==> config.mk <==
export PLATFORM = sky130hd
export DESIGN_NAME = tci_stack
export DESIGN_NICKNAME = d
export VERILOG_FILES = /design/src/rtl/turtle_command_interpreter_unit_defines.svh /design/src/rtl/tci_pkg.sv /design/src/rtl/tci_stack.sv
export SDC_FILE = /design/constraint.sdc
export NUM_CORES = 2
export LEC_CHECK = 0
export BUFFER_PORTS_ARGS = -buffer_cell sky130_fd_sc_hd__buf_4
export CORE_UTILIZATION = 55
export CTS_BUF_LIST = sky130_fd_sc_hd__clkbuf_16
export DETAILED_ROUTE_END_ITERATION = 8
export HOLD_SLACK_MARGIN = 0.12
export MAX_ROUTING_LAYER = met4
export PLACE_DENSITY = 0.72
export SETUP_SLACK_MARGIN = 0.3
export SLEW_MARGIN = 20
export SYNTH_ARGS = -nofsm -noshare
export SYNTH_HDL_FRONTEND = slang
export SYNTH_SLANG_ARGS = --single-unit
==> constraint.sdc <==
create_clock -name i_clk -period 20.6 [get_ports i_clk]
set_input_delay 4.12 -clock i_clk [delete_from_list [all_inputs] [get_ports i_clk]]
set_output_delay 4.12 -clock i_clk [all_outputs]
set_load 0.01 [all_outputs]
==> src/rtl/turtle_command_interpreter_unit_defines.svh <==
// Assertion macros for the turtle command interpreter.
// Used by the top level only; expects i_clk and i_rst_n in scope.
`ifndef TURTLE_COMMAND_INTERPRETER_UNIT_DEFINES_SVH
`define TURTLE_COMMAND_INTERPRETER_UNIT_DEFINES_SVH

// Implication checked in the same cycle.
`define TCI_ASSERT_NOW(label, ante, cons) \
    label: assert property (@(posedge i_clk) disable iff (!i_rst_n) (ante) |-> (cons)) \
        else $error("tci: same-cycle check failed");

// Implication checked in the next cycle.
`define TCI_ASSERT_NEXT(label, ante, cons) \
    label: assert property (@(posedge i_clk) disable iff (!i_rst_n) (ante) |=> (cons)) \
        else $error("tci: next-cycle check failed");

`endif

==> src/rtl/tci_pkg.sv <==
// Shared types, constants and trig table for the turtle command interpreter.
// No dependencies; used by tci_motion, tci_stack and the top level.
package tci_pkg;

    localparam int STACK_DEPTH_DEF = 16;
    localparam int FRAC_BITS_DEF   = 16;

    localparam int COORD_W    = 32;
    localparam int HEAD_W     = 9;
    localparam int CMD_W      = 8;
    localparam int CFG_IDX_W  = 1;
    localparam int CFG_DATA_W = 9;

    // command characters
    localparam logic [CMD_W-1:0] CMD_FWD_F    = 8'h46; // F
    localparam logic [CMD_W-1:0] CMD_FWD_G    = 8'h47; // G
    localparam logic [CMD_W-1:0] CMD_TURN_POS = 8'h2B; // +
    localparam logic [CMD_W-1:0] CMD_TURN_NEG = 8'h2D; // -
    localparam logic [CMD_W-1:0] CMD_SHRINK   = 8'h3C; // <
    localparam logic [CMD_W-1:0] CMD_PUSH     = 8'h5B; // [
    localparam logic [CMD_W-1:0] CMD_POP      = 8'h5D; // ]

    // configuration register indexes
    localparam logic [CFG_IDX_W-1:0] CFG_TURN_ANGLE    = 1'b0;
    localparam logic [CFG_IDX_W-1:0] CFG_START_HEADING = 1'b1;

    localparam logic [HEAD_W-1:0] TURN_RESET  = 9'd90;
    localparam logic [HEAD_W-1:0] START_RESET = 9'd0;

    localparam logic [HEAD_W-1:0] DEG_QUARTER  = 9'd90;
    localparam logic [HEAD_W-1:0] DEG_HALF     = 9'd180;
    localparam logic [HEAD_W-1:0] DEG_3QUARTER = 9'd270;
    localparam logic [HEAD_W-1:0] DEG_FULL     = 9'd360;

    localparam int SHRINK_Q16   = 43909;  // 0.67 in Q0.16
    localparam int SHRINK_ROUND = 32768;
    localparam int SCALE_ROUND  = 16384;

    localparam logic signed [COORD_W-1:0] COORD_MAX = 32'sh7FFF_FFFF;
    localparam logic signed [COORD_W-1:0] COORD_MIN = 32'sh8000_0000;

    localparam logic [63:0] PI_Q30 = 64'd3373259426;

    typedef enum logic [1:0] {
        FAULT_NONE      = 2'd0,
        FAULT_PUSH_FULL = 2'd1,
        FAULT_POP_EMPTY = 2'd2
    } t_fault;

    typedef struct packed {
        logic [CMD_W-1:0] cmd;
        logic             first;
    } t_cmd_in;

    typedef struct packed {
        logic signed [COORD_W-1:0] seg_start_x;
        logic signed [COORD_W-1:0] seg_start_y;
        logic signed [COORD_W-1:0] seg_end_x;
        logic signed [COORD_W-1:0] seg_end_y;
        t_fault                    fault;
    } t_seg_out;

    typedef struct packed {
        logic home;   // stack emptied before the command
        logic push;
        logic pop;
    } t_stk_ctl;

    typedef struct packed {
        logic empty;
        logic full;
    } t_stk_status;

    // Quarter-wave sine in Q1.15, 1.0 kept as 32768. Built at elaboration
    // from an eight-term Taylor series evaluated in Q30.
    typedef logic [15:0] t_qsin_tab [0:90];

    function automatic t_qsin_tab f_build_qsin();
        t_qsin_tab   tab;
        logic [63:0] x;
        logic [63:0] x2;
        logic [63:0] t;
        logic [63:0] q;
        longint      s;
        for (int d = 0; d <= 90; d++) begin
            x  = 64'(d) * PI_Q30 / 64'd180;
            x2 = (x * x) >> 30;
            t  = x;
            s  = longint'(x);
            for (int k = 1; k <= 7; k++) begin
                t = ((t * x2) >> 30) / 64'((2 * k) * (2 * k + 1));
                if (k[0]) begin
                    s = s - longint'(t);
                end else begin
                    s = s + longint'(t);
                end
            end
            if (s < 0) begin
                s = 0;
            end
            q = (64'(s) + 64'd16384) >> 15;
            if (q > 64'd32768) begin
                q = 64'd32768;
            end
            tab[d] = q[15:0];
        end
        return tab;
    endfunction

    localparam t_qsin_tab QSIN = f_build_qsin();

    // v is at most 511, so one conditional subtract is enough
    function automatic logic [HEAD_W-1:0] f_mod360(input logic [HEAD_W-1:0] v);
        return (v >= DEG_FULL) ? HEAD_W'(v - DEG_FULL) : v;
    endfunction

    // h in 0..359
    function automatic logic signed [16:0] f_sin(input logic [HEAD_W-1:0] h);
        logic [HEAD_W-1:0] idx;
        logic              neg;
        logic [15:0]       mag;
        if (h <= DEG_QUARTER) begin
            idx = h;
            neg = 1'b0;
        end else if (h <= DEG_HALF) begin
            idx = DEG_HALF - h;
            neg = 1'b0;
        end else if (h <= DEG_3QUARTER) begin
            idx = h - DEG_HALF;
            neg = 1'b1;
        end else begin
            idx = DEG_FULL - h;
            neg = 1'b1;
        end
        mag = QSIN[idx[6:0]];
        return neg ? -$signed({1'b0, mag}) : $signed({1'b0, mag});
    endfunction

    function automatic logic signed [16:0] f_cos(input logic [HEAD_W-1:0] h);
        return f_sin(f_mod360(h + DEG_QUARTER));
    endfunction

endpackage

==> src/rtl/tci_stack.sv <==
// Save stack for the turtle: top entry and the one below it in registers,
// deeper entries in a single-port-write, registered-read memory. Uses tci_pkg.
module tci_stack #(
    parameter int STACK_DEPTH = tci_pkg::STACK_DEPTH_DEF,
    parameter int WORD_W      = 90
) (
    input  logic                  i_clk,
    input  logic                  i_rst_n,
    input  tci_pkg::t_stk_ctl     i_ctl,
    input  logic [WORD_W-1:0]     i_word,
    output logic [WORD_W-1:0]     o_top,
    output tci_pkg::t_stk_status  o_status
);

    localparam int AW = $clog2(STACK_DEPTH);
    localparam int LW = $clog2(STACK_DEPTH + 1);
    localparam logic [LW-1:0] LEVEL_FULL = LW'(STACK_DEPTH);

    logic [LW-1:0]     r_level;
    logic [LW-1:0]     n_level;
    logic [LW-1:0]     lvl_eff;
    logic [LW-1:0]     wr_lvl;
    logic [LW-1:0]     rd_lvl;
    logic [WORD_W-1:0] r_top;
    logic [WORD_W-1:0] r_below;
    logic [WORD_W-1:0] mem [0:STACK_DEPTH-1];

    // Entry k of the stack lives at mem[k] for k < level-1; entry level-1 is
    // r_top and entry level-2 is mirrored in r_below so a pop needs no wait.
    always_comb begin
        lvl_eff = i_ctl.home ? '0 : r_level;
        wr_lvl  = lvl_eff - LW'(1);
        rd_lvl  = lvl_eff - LW'(3);
        if (i_ctl.push) begin
            n_level = lvl_eff + LW'(1);
        end else if (i_ctl.pop) begin
            n_level = lvl_eff - LW'(1);
        end else begin
            n_level = lvl_eff;
        end
    end

    always_ff @(posedge i_clk) begin
        if (!i_rst_n) begin
            r_level <= '0;
        end else begin
            r_level <= n_level;
        end
    end

    always_ff @(posedge i_clk) begin
        if (i_ctl.push && (lvl_eff != '0)) begin
            mem[wr_lvl[AW-1:0]] <= r_top;
        end
    end

    always_ff @(posedge i_clk) begin
        if (i_ctl.push) begin
            r_top   <= i_word;
            r_below <= r_top;
        end else if (i_ctl.pop) begin
            r_top   <= r_below;
            r_below <= mem[rd_lvl[AW-1:0]];
        end
    end

    assign o_top          = r_top;
    assign o_status.empty = (r_level == '0);
    assign o_status.full  = (r_level == LEVEL_FULL);

endmodule

Word level (Yosys, flattened, before mapping)
Memories as Yosys holds them, arrays and structs flattened. Cells that the tools add are included.

Add/sub/neg operators: 3. $mul: 0. Divide/modulo/power cells: 0. Magnitude comparators: 0. Equal/unequal tests: 1. Shift-type cells: 0. Mux-type cells: 9. Bitwise gates (word level): 0. Reduce and logical (&&, ||, !) cells: 4.

Operators by type and width (number): 90-bit 2-to-1 mux (4); 5-bit 2-to-1 mux (3); 5-bit by 1-bit adder with 5-bit output (second input constant) (1); 5-bit equality test (second input constant) (1); 5-bit zero test (1); 5-bit nonzero test (1); 5-bit by 1-bit subtractor with 5-bit output (second input constant) (1); 4-bit by 2-bit subtractor with 4-bit output (second input constant) (1); 1-bit 2-to-1 mux (2); 2-bit nonzero test (1); 1-bit logical AND (1).

Bits in registers: 185. Bits in latches: 0. Bits in writable memories: 1440. ROM bits: 0. Input bits: 95. Output and inout port bits: 92. Word-level logic and storage cells: 21. Memories kept: 1.

Memory list: mem (depth 16, width 90, rd ports 1, clocked after Yosys merged registers in 0, wr ports 1, line tci_stack.sv:26) `logic [WORD_W-1:0] mem [0:STACK_DEPTH-1];`.

Longest topological paths before layout
Depth after elaboration: 5. Gate-level depth with buffers: 14. Mapped depth without buffers: 9.

Least setup slack after synthesis
Ideal clock, no wire load.

Kind: input to register. From: input i_ctl[2] (netlist name). To: memory mem[3][0] (enable). Setup time: 539 ps. Data arrival time: 9679 ps. Required time: 20061 ps. Setup slack: 10382 ps. Stages on the path: 13. Path buffers: 6. Path through: buf_2 -> nor2b_1 -> buf_2 -> inv_2 -> buf_4 -> buf_4 -> buf_4 -> buf_2 -> ha_1 -> o21ai_0 -> and2_1 -> nand3_1 -> nor2_1.

Longest elaborated chain between the ends: 5. Elaborated cells between the ends (all ways): 6. Classes of those cells: add/sub (1); mux (3); reduce/logical (2).

RTL lines: start: declaration (line tci_stack.sv:9) `input tci_pkg::t_stk_ctl i_ctl,`; 5-bit 2-to-1 mux (*) (line tci_stack.sv:31) `lvl_eff = i_ctl.home ? '0 : r_level;`; parallel branches: the longest is 4 deep, another holds 5-bit by 1-bit subtractor with 5-bit output; end: declaration (line tci_stack.sv:26).

Every way passes the cells marked *.

Worst setup path after layout
From: input i_ctl[2] (netlist name). To: register r_below[68] (data pin).

Longest elaborated chain between the ends: 5.

RTL lines: 5-bit 2-to-1 mux (line tci_stack.sv:31); 4-bit by 2-bit subtractor with 4-bit output (line tci_stack.sv:33) `rd_lvl = lvl_eff - LW'(3);`; memory 16 x 90 bit; 90-bit 2-to-1 mux (line tci_stack.sv:61) `end else if (i_ctl.pop) begin`; 90-bit 2-to-1 mux (line tci_stack.sv:58) `if (i_ctl.push) begin`; end signal: assignment (line tci_stack.sv:60) `r_below <= r_top;`; end signal: assignment (line tci_stack.sv:63) `r_below <= mem[rd_lvl[AW-1:0]];`; end: declaration (line tci_stack.sv:25) `logic [WORD_W-1:0] r_below;`.

Every way passes these cells. The select of a mux whose other input is x is not followed. A chain may end at the register's enable or synchronous reset.

==> out/metrics.csv <==
metric,value,unit
hold_viol,0,
cts_setup_buffers,0,
holdBufCountCts,0,
cts_buffer_depth,3,
overflow,0,
hp-class,register to register,
grt_max_degree,142,
grt_pass1_vias,30330,
slew_violations,0,
synthTopCellsByArea,"edfxtp_1 78%, mux4_2 13%, mux2_2 1.6%, mux2i_1 1.4%, a211oi_1 1.1%",
syn_inst,2756,
fin_tns_setup,0,ps
fp.dieH,338.6,um
setup_viol,0,
drc,0,
synth.top_cell.area_share,0.7805,
tritoncts,built,
track_usage,0.2522,
p_per_area,101.1,nW/um^2
seqPwrFrac,0.551,
grt_pass1_wl,203500,um
yosysSeqAreaShare,0.7821,
htreeDepth,4,
ios,187,
wl,137700,um
cts_sinks,1625,
viasPerCell,6.326,
crit_path_max_fanout,130,
ys.warnings.count,0,
wl_per_cell,29.71,um
start_kind,input pin,
die_w,338.6,um
ys_types,37,
clk_pin_slew,60,ps
syn2layout_area_growth,13.00,%
first_pass_iters,5,
cts_made_buffers,161,
post-synth-top-area-cell,edfxtp_1,
fillers,7402,
avgSynthCellArea,22.61,um^2
required,21050,ps
timing.hold.ws,545.2,ps
drive_gt1_frac,0.2948,
synth_top_family_by_area,multiplexers,
fp-row-count,123,
cts_resized,0,
synthMuxAreaShare,0.1608,
ys_ff_latch,1625,
irDropWorstVdd,0.00007694,V
coreArea,112300,um^2
synth_edf_count,1620,
ys_async_sr_fraction,0,
mostFrequentLayoutCells,"1620 x edfxtp_1, 360 x mux4_2, 231 x buf_4",
postRouteAntennaNets,0,
path_class,input pin to register,
rsz0062_at_grt,false,
status,"finished, final reports clean",
hold_start,r_below[24],
drt_iter0_drc,3307,
min_period,8701,ps
max_slew_margin,0.2381,
synth-simple-area-share,0.01853,
cellLeakagePower,0.02317,uW
p_int,5574,uW
cts_root_buffer,clkbuf_16,
fin_crit_sh,0.4224,
clock_skew,25.50,ps
antenna_found_initial,2,
dpl.hpwl,64930,um
synthXorXnorAreaFrac,0.001285,
synthFlopType,edfxtp_1,
p_sw_frac,0.2168,
vias,29320,
layout_commonest_cell,edfxtp_1,
synthAdderAreaFrac,0.0008030,
syn-num-nets,2855,
arrival,9150,ps
insertion_delay,770,ps
endpoint_kind,register,
comb_power_share,0.056,
maxCapViolations,0,
fmax,0.1149,GHz
port_buffers,186,
syn_area,62330,um^2
power_switching,1543,uW
final_nets,3104,
synth_compound_area_frac,0.02295,
tightest_slew,1143,ps
cp-startpoint,i_ctl[2],
clkPwrFrac,0.393,
r2r_start,r_level[0],
gp_congestion,0.7635,
dieArea,114700,um^2
initial_core_util,0.5548,
-- cells by family after synthesis --
kind of cell / after synthesis
fa+ha+maj: 4
xor+xnor: 7
simple gates: 234
mux: 540
flops: 1625
buf+inv: 154
compound gates: 192
-- registers in the layout, summed over array words and instances, names as in the netlist --
signal	count
r_below	90
mem	1440
r_level	5
o_top	90
-- Yosys cell counts (all sizes together) (2+ instances only) --
cell type and number:
a211oi 91, a21oi 3, and2 2, buf 78, clkbuf 73, dfxtp 5
edfxtp 1620, ha 4, inv 3, mux2 90, mux2i 90, mux4 360
nand2 16, nand2b 91, nand3 4, nor2 108, nor2b 4, nor3 2
o211a 2, o21ai 4, o31ai 90, xnor2 6
-- final cells by class --
class                           count  area [um^2]  area share
Sequential cell                  1625        48750      0.6922
Antenna cell                        1        2.502  0.00003553
Tap cell                         1500         1877     0.02665
Timing Repair Buffer              237         1849     0.02626
Clock inverter                    126        887.1     0.01260
Inverter                            3        18.77   0.0002665
Clock buffer                      166         4154     0.05898
Multi-Input combinational cell    977        12890      0.1830
-- metrics by stage --
step           cells  setup slack [ps]  cell area [um^2]  total power (uW)    util
2_1_floorplan   2756             10380             62330              4206       -
3_3_place_gp    4342             11240             65380              4371  0.5820
3_5_place_dp    4342             11060             65380              4392  0.5820
4_1_cts         4634             11890             70420              7164  0.6269
5_1_grt         4635             11560             70430              7326  0.6269
6_report        4635             11900             70430              7117  0.6269
-- per-layer routing --
| layer | track usage | vias up | share of wire |
|---|---|---|---|
| met3 | 0.05316 | 211 | 0.090 |
| met4 | 0.06882 | 0 | 0.022 |
| met5 | - | - | 0 |
| met2 | 0.3919 | 1380 | 0.49 |
| li1 | - | 12110 | - |
| met1 | 0.3432 | 15620 | 0.39 |
-- final timing paths --
| kind | end | slack, ps | cells after the start |
|---|---|---|---|
| worst max-delay path | r_below[68] | 11900 | 10 |
| worst min-delay path | o_top[24] | 550 | 1 |
| worst max register to register | r_below[68] | 15010 | 9 |
| worst min register to register | o_top[24] | 550 | 1 |
-- power by group through the flow --
| stage | sequential (uW) | combinational, uW | clock (uW) |
|---|---|---|---|
| 2_1_floorplan | 3950 | 257 | 0 |
| 3_3_place_gp | 3970 | 399 | 0 |
| 3_5_place_dp | 3990 | 406 | 0 |
| 4_1_cts | 3920 | 408 | 2840 |
| 5_1_grt | 3930 | 429 | 2960 |
| 6_report | 3920 | 402 | 2800 |
-- worst max-delay path, stage by stage --
cell	delay (ps)
buf_4	140
nor2b_1	660
ha_1	450
xnor2_4	360
buf_4	760
buf_4	790
buf_12	760
mux4_2	600
mux2i_1	160
a211oi_1	120
No activity file was read; power rests on OpenSTA's default activity.
