===== config.mk =====
export PLATFORM = sky130hd
export DESIGN_NAME = tci_motion
export DESIGN_NICKNAME = d
export VERILOG_FILES = /design/src/rtl/turtle_command_interpreter_unit_defines.svh /design/src/rtl/tci_pkg.sv /design/src/rtl/tci_motion.sv
export SDC_FILE = /design/constraint.sdc
export NUM_CORES = 2
export LEC_CHECK = 0
export ABC_AREA = 1
export BUFFER_PORTS_ARGS = -buffer_cell sky130_fd_sc_hd__buf_4
export CAP_MARGIN = 20
export CORE_MARGIN = 5
export CORE_UTILIZATION = 40
export DETAILED_ROUTE_END_ITERATION = 10
export PLACE_DENSITY = 0.61
export SYNTH_ARGS = -nofsm -noshare
export SYNTH_HDL_FRONTEND = slang
export SYNTH_SLANG_ARGS = --single-unit
export TNS_END_PERCENT = 20

===== constraint.sdc =====
create_clock -name i_clk -period 13.6 [get_ports i_clk]
set_input_delay 2.72 -clock i_clk [delete_from_list [all_inputs] [get_ports i_clk]]
set_output_delay 2.72 -clock i_clk [all_outputs]
set_load 0.005 [all_outputs]

===== src/rtl/turtle_command_interpreter_unit_defines.svh =====
// Assertion macros for the turtle command interpreter.
// Used by the top level only; expects i_clk and i_rst_n in scope.
`ifndef TURTLE_COMMAND_INTERPRETER_UNIT_DEFINES_SVH
`define TURTLE_COMMAND_INTERPRETER_UNIT_DEFINES_SVH

// Implication checked in the same cycle.
`define TCI_ASSERT_NOW(label, ante, cons) \
    label: assert property (@(posedge i_clk) disable iff (!i_rst_n) (ante) |-> (cons)) \
        else $error("tci: same-cycle check failed");

// Implication checked in the next cycle.
`define TCI_ASSERT_NEXT(label, ante, cons) \
    label: assert property (@(posedge i_clk) disable iff (!i_rst_n) (ante) |=> (cons)) \
        else $error("tci: next-cycle check failed");

`endif


===== src/rtl/tci_pkg.sv =====
// Shared types, constants and trig table for the turtle command interpreter.
// No dependencies; used by tci_motion, tci_stack and the top level.
package tci_pkg;

    localparam int STACK_DEPTH_DEF = 16;
    localparam int FRAC_BITS_DEF   = 16;

    localparam int COORD_W    = 32;
    localparam int HEAD_W     = 9;
    localparam int CMD_W      = 8;
    localparam int CFG_IDX_W  = 1;
    localparam int CFG_DATA_W = 9;

    // command characters
    localparam logic [CMD_W-1:0] CMD_FWD_F    = 8'h46; // F
    localparam logic [CMD_W-1:0] CMD_FWD_G    = 8'h47; // G
    localparam logic [CMD_W-1:0] CMD_TURN_POS = 8'h2B; // +
    localparam logic [CMD_W-1:0] CMD_TURN_NEG = 8'h2D; // -
    localparam logic [CMD_W-1:0] CMD_SHRINK   = 8'h3C; // <
    localparam logic [CMD_W-1:0] CMD_PUSH     = 8'h5B; // [
    localparam logic [CMD_W-1:0] CMD_POP      = 8'h5D; // ]

    // configuration register indexes
    localparam logic [CFG_IDX_W-1:0] CFG_TURN_ANGLE    = 1'b0;
    localparam logic [CFG_IDX_W-1:0] CFG_START_HEADING = 1'b1;

    localparam logic [HEAD_W-1:0] TURN_RESET  = 9'd90;
    localparam logic [HEAD_W-1:0] START_RESET = 9'd0;

    localparam logic [HEAD_W-1:0] DEG_QUARTER  = 9'd90;
    localparam logic [HEAD_W-1:0] DEG_HALF     = 9'd180;
    localparam logic [HEAD_W-1:0] DEG_3QUARTER = 9'd270;
    localparam logic [HEAD_W-1:0] DEG_FULL     = 9'd360;

    localparam int SHRINK_Q16   = 43909;  // 0.67 in Q0.16
    localparam int SHRINK_ROUND = 32768;
    localparam int SCALE_ROUND  = 16384;

    localparam logic signed [COORD_W-1:0] COORD_MAX = 32'sh7FFF_FFFF;
    localparam logic signed [COORD_W-1:0] COORD_MIN = 32'sh8000_0000;

    localparam logic [63:0] PI_Q30 = 64'd3373259426;

    typedef enum logic [1:0] {
        FAULT_NONE      = 2'd0,
        FAULT_PUSH_FULL = 2'd1,
        FAULT_POP_EMPTY = 2'd2
    } t_fault;

    typedef struct packed {
        logic [CMD_W-1:0] cmd;
        logic             first;
    } t_cmd_in;

    typedef struct packed {
        logic signed [COORD_W-1:0] seg_start_x;
        logic signed [COORD_W-1:0] seg_start_y;
        logic signed [COORD_W-1:0] seg_end_x;
        logic signed [COORD_W-1:0] seg_end_y;
        t_fault                    fault;
    } t_seg_out;

    typedef struct packed {
        logic home;   // stack emptied before the command
        logic push;
        logic pop;
    } t_stk_ctl;

    typedef struct packed {
        logic empty;
        logic full;
    } t_stk_status;

    // Quarter-wave sine in Q1.15, 1.0 kept as 32768. Built at elaboration
    // from an eight-term Taylor series evaluated in Q30.
    typedef logic [15:0] t_qsin_tab [0:90];

    function automatic t_qsin_tab f_build_qsin();
        t_qsin_tab   tab;
        logic [63:0] x;
        logic [63:0] x2;
        logic [63:0] t;
        logic [63:0] q;
        longint      s;
        for (int d = 0; d <= 90; d++) begin
            x  = 64'(d) * PI_Q30 / 64'd180;
            x2 = (x * x) >> 30;
            t  = x;
            s  = longint'(x);
            for (int k = 1; k <= 7; k++) begin
                t = ((t * x2) >> 30) / 64'((2 * k) * (2 * k + 1));
                if (k[0]) begin
                    s = s - longint'(t);
                end else begin
                    s = s + longint'(t);
                end
            end
            if (s < 0) begin
                s = 0;
            end
            q = (64'(s) + 64'd16384) >> 15;
            if (q > 64'd32768) begin
                q = 64'd32768;
            end
            tab[d] = q[15:0];
        end
        return tab;
    endfunction

    localparam t_qsin_tab QSIN = f_build_qsin();

    // v is at most 511, so one conditional subtract is enough
    function automatic logic [HEAD_W-1:0] f_mod360(input logic [HEAD_W-1:0] v);
        return (v >= DEG_FULL) ? HEAD_W'(v - DEG_FULL) : v;
    endfunction

    // h in 0..359
    function automatic logic signed [16:0] f_sin(input logic [HEAD_W-1:0] h);
        logic [HEAD_W-1:0] idx;
        logic              neg;
        logic [15:0]       mag;
        if (h <= DEG_QUARTER) begin
            idx = h;
            neg = 1'b0;
        end else if (h <= DEG_HALF) begin
            idx = DEG_HALF - h;
            neg = 1'b0;
        end else if (h <= DEG_3QUARTER) begin
            idx = h - DEG_HALF;
            neg = 1'b1;
        end else begin
            idx = DEG_FULL - h;
            neg = 1'b1;
        end
        mag = QSIN[idx[6:0]];
        return neg ? -$signed({1'b0, mag}) : $signed({1'b0, mag});
    endfunction

    function automatic logic signed [16:0] f_cos(input logic [HEAD_W-1:0] h);
        return f_sin(f_mod360(h + DEG_QUARTER));
    endfunction

endpackage


===== src/rtl/tci_motion.sv =====
// Step vector and shrink precompute: registers step*cos, step*sin and the
// shrunk step for the turtle state of the next cycle. Uses tci_pkg.
module tci_motion #(
    parameter int FRAC_BITS = tci_pkg::FRAC_BITS_DEF
) (
    input  logic                                i_clk,
    input  logic [tci_pkg::HEAD_W-1:0]          i_heading,
    input  logic [FRAC_BITS:0]                  i_step,
    input  logic [tci_pkg::HEAD_W-1:0]          i_home_heading,
    output logic signed [FRAC_BITS+1:0]         o_dx,
    output logic signed [FRAC_BITS+1:0]         o_dy,
    output logic signed [FRAC_BITS+1:0]         o_home_dx,
    output logic signed [FRAC_BITS+1:0]         o_home_dy,
    output logic [FRAC_BITS:0]                  o_shrunk,
    output logic [FRAC_BITS:0]                  o_home_shrunk
);

    localparam int SW = FRAC_BITS + 1;
    localparam int DW = FRAC_BITS + 2;
    localparam logic [SW-1:0] STEP_ONE = {1'b1, {FRAC_BITS{1'b0}}};

    // step * c / 2^15, magnitude rounded half up, sign restored
    function automatic logic signed [DW-1:0] f_scale(input logic [SW-1:0] step,
                                                     input logic signed [16:0] c);
        logic [16:0]    c_abs;
        logic [SW+16:0] prod;
        logic [SW-1:0]  mag;
        c_abs = c[16] ? 17'(-c) : 17'(c);
        prod  = (SW+17)'(step) * (SW+17)'(c_abs[15:0]) + (SW+17)'(tci_pkg::SCALE_ROUND);
        mag   = prod[SW+14:15];
        return c[16] ? -$signed({1'b0, mag}) : $signed({1'b0, mag});
    endfunction

    function automatic logic [SW-1:0] f_shrink(input logic [SW-1:0] step);
        logic [SW+16:0] acc;
        acc = (SW+17)'(step) * (SW+17)'(tci_pkg::SHRINK_Q16)
            + (SW+17)'(tci_pkg::SHRINK_ROUND);
        return acc[SW+15:16];
    endfunction

    logic signed [DW-1:0] r_dx;
    logic signed [DW-1:0] r_dy;
    logic signed [DW-1:0] r_home_dx;
    logic signed [DW-1:0] r_home_dy;
    logic [SW-1:0]        r_shrunk;

    always_ff @(posedge i_clk) begin
        r_dx      <= f_scale(i_step, tci_pkg::f_cos(i_heading));
        r_dy      <= f_scale(i_step, tci_pkg::f_sin(i_heading));
        r_shrunk  <= f_shrink(i_step);
        r_home_dx <= f_scale(STEP_ONE, tci_pkg::f_cos(i_home_heading));
        r_home_dy <= f_scale(STEP_ONE, tci_pkg::f_sin(i_home_heading));
    end

    assign o_dx          = r_dx;
    assign o_dy          = r_dy;
    assign o_home_dx     = r_home_dx;
    assign o_home_dy     = r_home_dy;
    assign o_shrunk      = r_shrunk;
    assign o_home_shrunk = f_shrink(STEP_ONE);

endmodule

* Word-level counts from Yosys, hierarchy flattened *
Memories as Yosys holds them, arrays and structs flattened.
Cells that the tools add are included.

storage, ports and cells
  bits in registers = 89
  bits in latches = 0
  bits in writable memories = 0
  memory bits (read-only) = 8,192
  memories = 4

memory list
  memory           depth  width  read ports  clocked after Yosys merged registers in  write ports  RTL line        source
  (no name shown)  128    16     1           0                                        0            tci_pkg.sv:135  mag = QSIN[idx[6:0]];
  (no name shown)  128    16     1           0                                        0            tci_pkg.sv:135
  (no name shown)  128    16     1           0                                        0            tci_pkg.sv:135
  (no name shown)  128    16     1           0                                        0            tci_pkg.sv:135

operators by class
  add/sub/neg operators = 33
  $mul = 3
  divide/modulo/power cells = 0
  order comparisons = 18
  equal/unequal tests = 0
  shifts and indexed selects = 0
  mux-type cells = 42
  bitwise gates (word level) = 4
  reductions and logical operators = 0

operator list
  kind                                                                    count
  16-bit 2-to-1 mux                                                       12
  17-bit 2-to-1 mux                                                       8
  32-bit by 15-bit adder with 32-bit output (second input constant)       4
  7-bit 2-to-1 mux                                                        12
  17-bit negation with 18-bit output                                      4
  16-bit negation with 17-bit output                                      4
  17-bit by 16-bit multiplier with 32-bit output                          2
  16-bit negation                                                         4
  9-bit by 7-bit <= comparator with 1-bit output (second input constant)  4
  9-bit by 8-bit <= comparator with 1-bit output (second input constant)  4
  9-bit <= comparator (second input constant)                             4
  33-bit by 16-bit adder with 33-bit output (second input constant)       1
  17-bit by 16-bit multiplier with 33-bit output (second input constant)  1
  8-bit >= comparator (second input constant)                             4
  7-bit NOT with 8-bit output                                             4
  6-bit by 7-bit subtractor with 7-bit output (first input constant)      4
  7-bit by 6-bit subtractor with 7-bit output (second input constant)     4
  7-bit subtractor (first input constant)                                 4
  9-bit by 7-bit adder with 9-bit output (second input constant)          2
  9-bit >= comparator (second input constant)                             2
  9-bit 2-to-1 mux                                                        2
  9-bit subtractor (second input constant)                                2
  1-bit 2-to-1 mux                                                        8

* Logic depth before layout (Yosys ltp) *
  word-level depth = 19
  mapped depth = 84
  mapped depth without buffers = 81

* Worst setup path before layout *
OpenSTA, ideal clock, no wires.

  kind = input to register
  from = in i_heading[3] (netlist bit)
  to = reg r_dx[17] (netlist: o_dx[17])
  setup time = 0.113 ns
  data arrival time = 13.457 ns
  data required time = 13.487 ns
  slack = 0.030 ns
  stages on the path = 74
  path buffers = 5
  cell sequence = inv_4 -> ha_1 -> nand2_1 -> nand2_1 -> nand2_1 -> and2_1 -> ha_1 -> inv_1 -> nand3_1 -> nor2_1 -> nor2_1 -> nand2_2 -> nand2_4 -> nand2_2 -> nand2_2 -> ha_1 -> a21oi_1 -> nand3_1 -> [... 38 more ...] -> fa_1 -> inv_1 -> fa_1 -> inv_1 -> ha_1 -> a21oi_1 -> inv_1 -> a31oi_1 -> o21ai_0 -> a31oi_1 -> nand2_1 -> xor2_1 -> nor2_1 -> inv_1 -> nor3_1 -> nand3b_1 -> nand2_1 -> nand2_1

on the way
  longest elaborated chain between the ends = 18

ends and longest elaborated chain
  element                                                         RTL line          source
  start: declaration                                              tci_motion.sv:7   input logic [tci_pkg::HEAD_W-1:0] i_heading,
  9-bit by 7-bit adder with 9-bit output (*)                      tci_pkg.sv:140    return f_sin(f_mod360(h + DEG_QUARTER));
  9-bit subtractor / 9-bit >= comparator (equally long branches)  tci_pkg.sv:114    return (v >= DEG_FULL) ? HEAD_W'(v - DEG_FULL) : v;
  9-bit 2-to-1 mux (*)                                            tci_pkg.sv:114
  9-bit <= comparator, or another cell as far along               tci_pkg.sv:128    end else if (h <= DEG_3QUARTER) begin
  7-bit 2-to-1 mux                                                tci_pkg.sv:128
  7-bit 2-to-1 mux                                                tci_pkg.sv:125    end else if (h <= DEG_HALF) begin
  7-bit 2-to-1 mux                                                tci_pkg.sv:122    if (h <= DEG_QUARTER) begin
  7-bit NOT with 8-bit output (not written as such)               tci_pkg.sv:135
  memory 128 x 16 bit                                             -
  16-bit 2-to-1 mux (not written as such) (2 in a row)            tci_pkg.sv:135
  16-bit negation with 17-bit output                              tci_pkg.sv:136    return neg ? -$signed({1'b0, mag}) : $signed({1'b0, mag});
  17-bit 2-to-1 mux (*)                                           tci_pkg.sv:136
  16-bit negation                                                 tci_motion.sv:28  c_abs = c[16] ? 17'(-c) : 17'(c);
  16-bit 2-to-1 mux                                               tci_motion.sv:28
  17-bit by 16-bit multiplier with 32-bit output                  tci_motion.sv:29  prod = (SW+17)'(step) * (SW+17)'(c_abs[15:0]) + (SW+17)'(tci_pkg::SCALE_ROUND);
  32-bit by 15-bit adder with 32-bit output                       tci_motion.sv:29
  17-bit negation with 18-bit output                              tci_motion.sv:31  return c[16] ? -$signed({1'b0, mag}) : $signed({1'b0, mag});
  end signal: assignment                                          tci_motion.sv:48  r_dx <= f_scale(i_step, tci_pkg::f_cos(i_heading));
  end: declaration                                                tci_motion.sv:41  logic signed [DW-1:0] r_dx;

Mark *: on every way between the ends. The rest lies on a longest branch, timed or not. The select of a mux whose other input is x is not followed.
A chain may end at the register's enable or synchronous reset.

* Worst setup path after layout *
  from = in i_heading[3] (netlist bit)
  to = reg r_dx[10] (netlist: o_dx[10])

on the way
  longest elaborated chain between the ends = 19

ends and longest elaborated chain
  element                                                         RTL line
  9-bit by 7-bit adder with 9-bit output (*)                      tci_pkg.sv:140
  9-bit subtractor / 9-bit >= comparator (equally long branches)  tci_pkg.sv:114
  9-bit 2-to-1 mux (*)                                            tci_pkg.sv:114
  9-bit <= comparator, or another cell as far along               tci_pkg.sv:128
  7-bit 2-to-1 mux                                                tci_pkg.sv:128
  7-bit 2-to-1 mux                                                tci_pkg.sv:125
  7-bit 2-to-1 mux                                                tci_pkg.sv:122
  7-bit NOT with 8-bit output (not written as such)               tci_pkg.sv:135
  [... 3 more ...]                                                -
  16-bit negation with 17-bit output                              tci_pkg.sv:136
  17-bit 2-to-1 mux (*)                                           tci_pkg.sv:136
  16-bit negation                                                 tci_motion.sv:28
  16-bit 2-to-1 mux                                               tci_motion.sv:28
  17-bit by 16-bit multiplier with 32-bit output                  tci_motion.sv:29
  32-bit by 15-bit adder with 32-bit output                       tci_motion.sv:29
  17-bit negation with 18-bit output                              tci_motion.sv:31
  17-bit 2-to-1 mux (*)                                           tci_motion.sv:31

Marked as above.

==> run_results.csv <==
group,metric,value,unit
yosys,ys_async_sr_fraction,0,
detailed_routing,vias,37500,
yosys,synth_top_area_share,0.256,
placement,place.gp.congestion,0.978,
detailed_routing,vias_per_cell,5.25,
yosys,synthCells,5655,
worst_setup_path,critPathCapture,"o_dx[10]",
yosys,yosys.area.top_type,"fa_1",
final_layout,layout-drive-gt1-share,0.132,
sta,min_period,13.11,ns
detailed_routing,drt-initial-drc-count,3144,
yosys,synth_area,38300,µm²
sta,final_max_slew_viol_count,0,
worst_setup_path,crit_path_start_kind,"input port",
yosys,syn_area_per_cell,6.77,µm²
worst_setup_path,critPathSlowestCell,"fa_1",
cts,cts-root-buf,"clkbuf_16",
cts,clk_pin_slew,0.07,ns
sta,rsz0062_at_grt,"true",
global_routing,grt_pass1_wl,197000,µm
cts,cts_tree,"built",
yosys,ys_types,74,
hold_path,hold_class,"in -> reg",
cts,cts_sinks,87,
yosys,synthFlopType,"dfxtp_1",
final_layout,area_growth_syn_to_layout,12.7,%
floorplan,core_area,95000,µm²
global_routing,grt_max_degree,62,
sta,final.period_utilization,0.964,
worst_setup_path,slowest_delay,0.56,ns
cts,postCtsHoldBufs,0,
worst_setup_path,cp_data_required_time,13.91,ns
sta,hold_ws,2.98,ns
detailed_routing,drtPass1Iterations,6,
detailed_routing,wl_per_cell,17.0,µm
floorplan,pin_count,142,
global_routing,antenna_found_initial,0,
floorplan,initial_utilization,0.403,
cts,htree_levels,3,
detailed_routing,drcViolationCount,0,
job,drv_cap,0,
placement,place_inst,7088,
worst_setup_path,cp_max_fo,10,
sta,finalSetupViolations,0,
cts,cts_made_buffers,9,
floorplan,fp.dieArea,102000,µm²
sta,fmax,76.3,MHz
worst_setup_path,crit_start,"i_heading[3]",
yosys,yosys.cell_count.top_type,"nand2_1",
yosys,seq_area_frac_synth,0.0455,
yosys,ys.warnings.count,0,
placement,place_hpwl,95400,µm
worst_setup_path,cp.depth,67,
worst_setup_path,path_common_cell,"nand2_2",
final_layout,finalNetCount,6837,
worst_setup_path,cp_num_buf_inv,11,
sta,tightest_slew,1.14,ns
yosys,synth_common_cells,"nand2_1 (1442), inv_1 (981), nor2_1 (535), fa_1 (490), ha_1 (435)",
global_routing,grt_pass1_vias,37000,
floorplan,die_h,319,µm
run_status,outcome,"finished, final reports clean",
yosys,synth-edff-count,0,
worst_setup_path,endpoint_kind,"flip-flop",
placement,portBuffers,122,
cts,clock_path_buffers,2,
final_layout,antenna_cells,0,
yosys,synth_area_leaders,"fa_1 (26%), ha_1 (14%), nand2_1 (14%)",
detailed_routing,wl,122000,µm
sta,hold_violations,0,
sta,slew_headroom,0.241,
yosys,ys_ff_latch,87,
global_routing,grt.total_usage,0.235,
global_routing,grt_remaining_overflow,0,
worst_setup_path,critical_path_class,"in -> reg",
floorplan,die_w,319,µm
worst_setup_path,cp.arrival,13.43,ns
final_layout,instances_no_fill,7146,
worst_setup_path,cp_top_family,"adder cells",
detailed_routing,ant_nets,0,
floorplan,fp-row-count,113,
final_layout,utilization,0.454,
-- repair_timing --
action / 4_1_cts / 5_1_grt
gates resized for setup: 0 / 205
setup buffers: 0 / 39
endpoints found under the setup margin: 0 / 31
-- kinds of logic after synthesis --
| family | Yosys count | share of synthesized area |
|---|---|---|
| and+or+nand+nor | 2652 | 0.295 |
| buffers and inverters | 1249 | 0.132 |
| xor gates and xnor gates | 169 | 0.0410 |
| DFF | 87 | 0.0455 |
| AOI/OAI and AO/OA | 571 | 0.0874 |
| other | 2 | 0.000196 |
| adders and majority gates | 925 | 0.399 |
-- area by class of cell --
cell class	instances	area [µm²]
clock buffers	9	225
clock inverters	7	70.1
fillers	9788	51900
inverters	1039	3930
multi-input cells	4336	32300
flip-flops and latches	87	1740
well taps	1265	1580
repair buffers	402	3280
repair inverters	1	7.51
-- state kept, by name, summed over array words and instances (netlist names) --
name,flops
o_dx,18
o_dy,18
o_home_dx,17
o_home_dy,17
o_shrunk,17
-- per-stage QoR --
step                setup WS, ns  TNS, ns  cell area [µm²]
floorplan                 0.0301        0            38300
global placement         0.00862        0            41700
detailed placement        -0.136   -0.994            41700
CTS                        0.255        0            42000
global route              -0.109   -0.690            43100
finish                     0.486        0            43100
-- per-layer routing --
layer,GRT usage,part of all wire,up-vias
met3,0.0304,0.066,225
met2,0.396,0.47,1410
met1,0.316,0.43,17900
li1,-,-,18000
met4,0.0715,0.032,0
met5,0,0,-
-- tightest hold or removal path, delay by kind of cell --
kind,cells,cell delay [ns]
AOI/OAI and AO/OA,1,0.11
xor gates and xnor gates,1,0.06
buffers and inverters,2,0.32
and+or+nand+nor,1,0.11
-- layout by cell type, fill, tap and decap left out, types with 104 or more instances in the layout --
cell     count
nand2_1   1407
xor2_1     104
nand3_1    401
fa_1       488
a21oi_1    182
o21ai_0    164
nor2_1     515
buf_4      373
ha_1       415
inv_1      964
-- worst min path at each step --
stage,to,slack [ns],start,cells after the start
finish,o_home_dy[1],2.98,i_home_heading[6],5
CTS,o_home_dy[1],2.96,i_home_heading[6],5
floorplan,o_dx[0],3.00,o_dx[0],0
detailed placement,o_home_dy[16],3.10,o_home_dy[16],1
global route,o_home_dy[1],3.02,i_home_heading[6],5
global placement,o_shrunk[14],3.10,o_shrunk[14],1
Power is not shown: default switching activity piles up to over one toggle a cycle in this logic, so the estimate is an artifact.
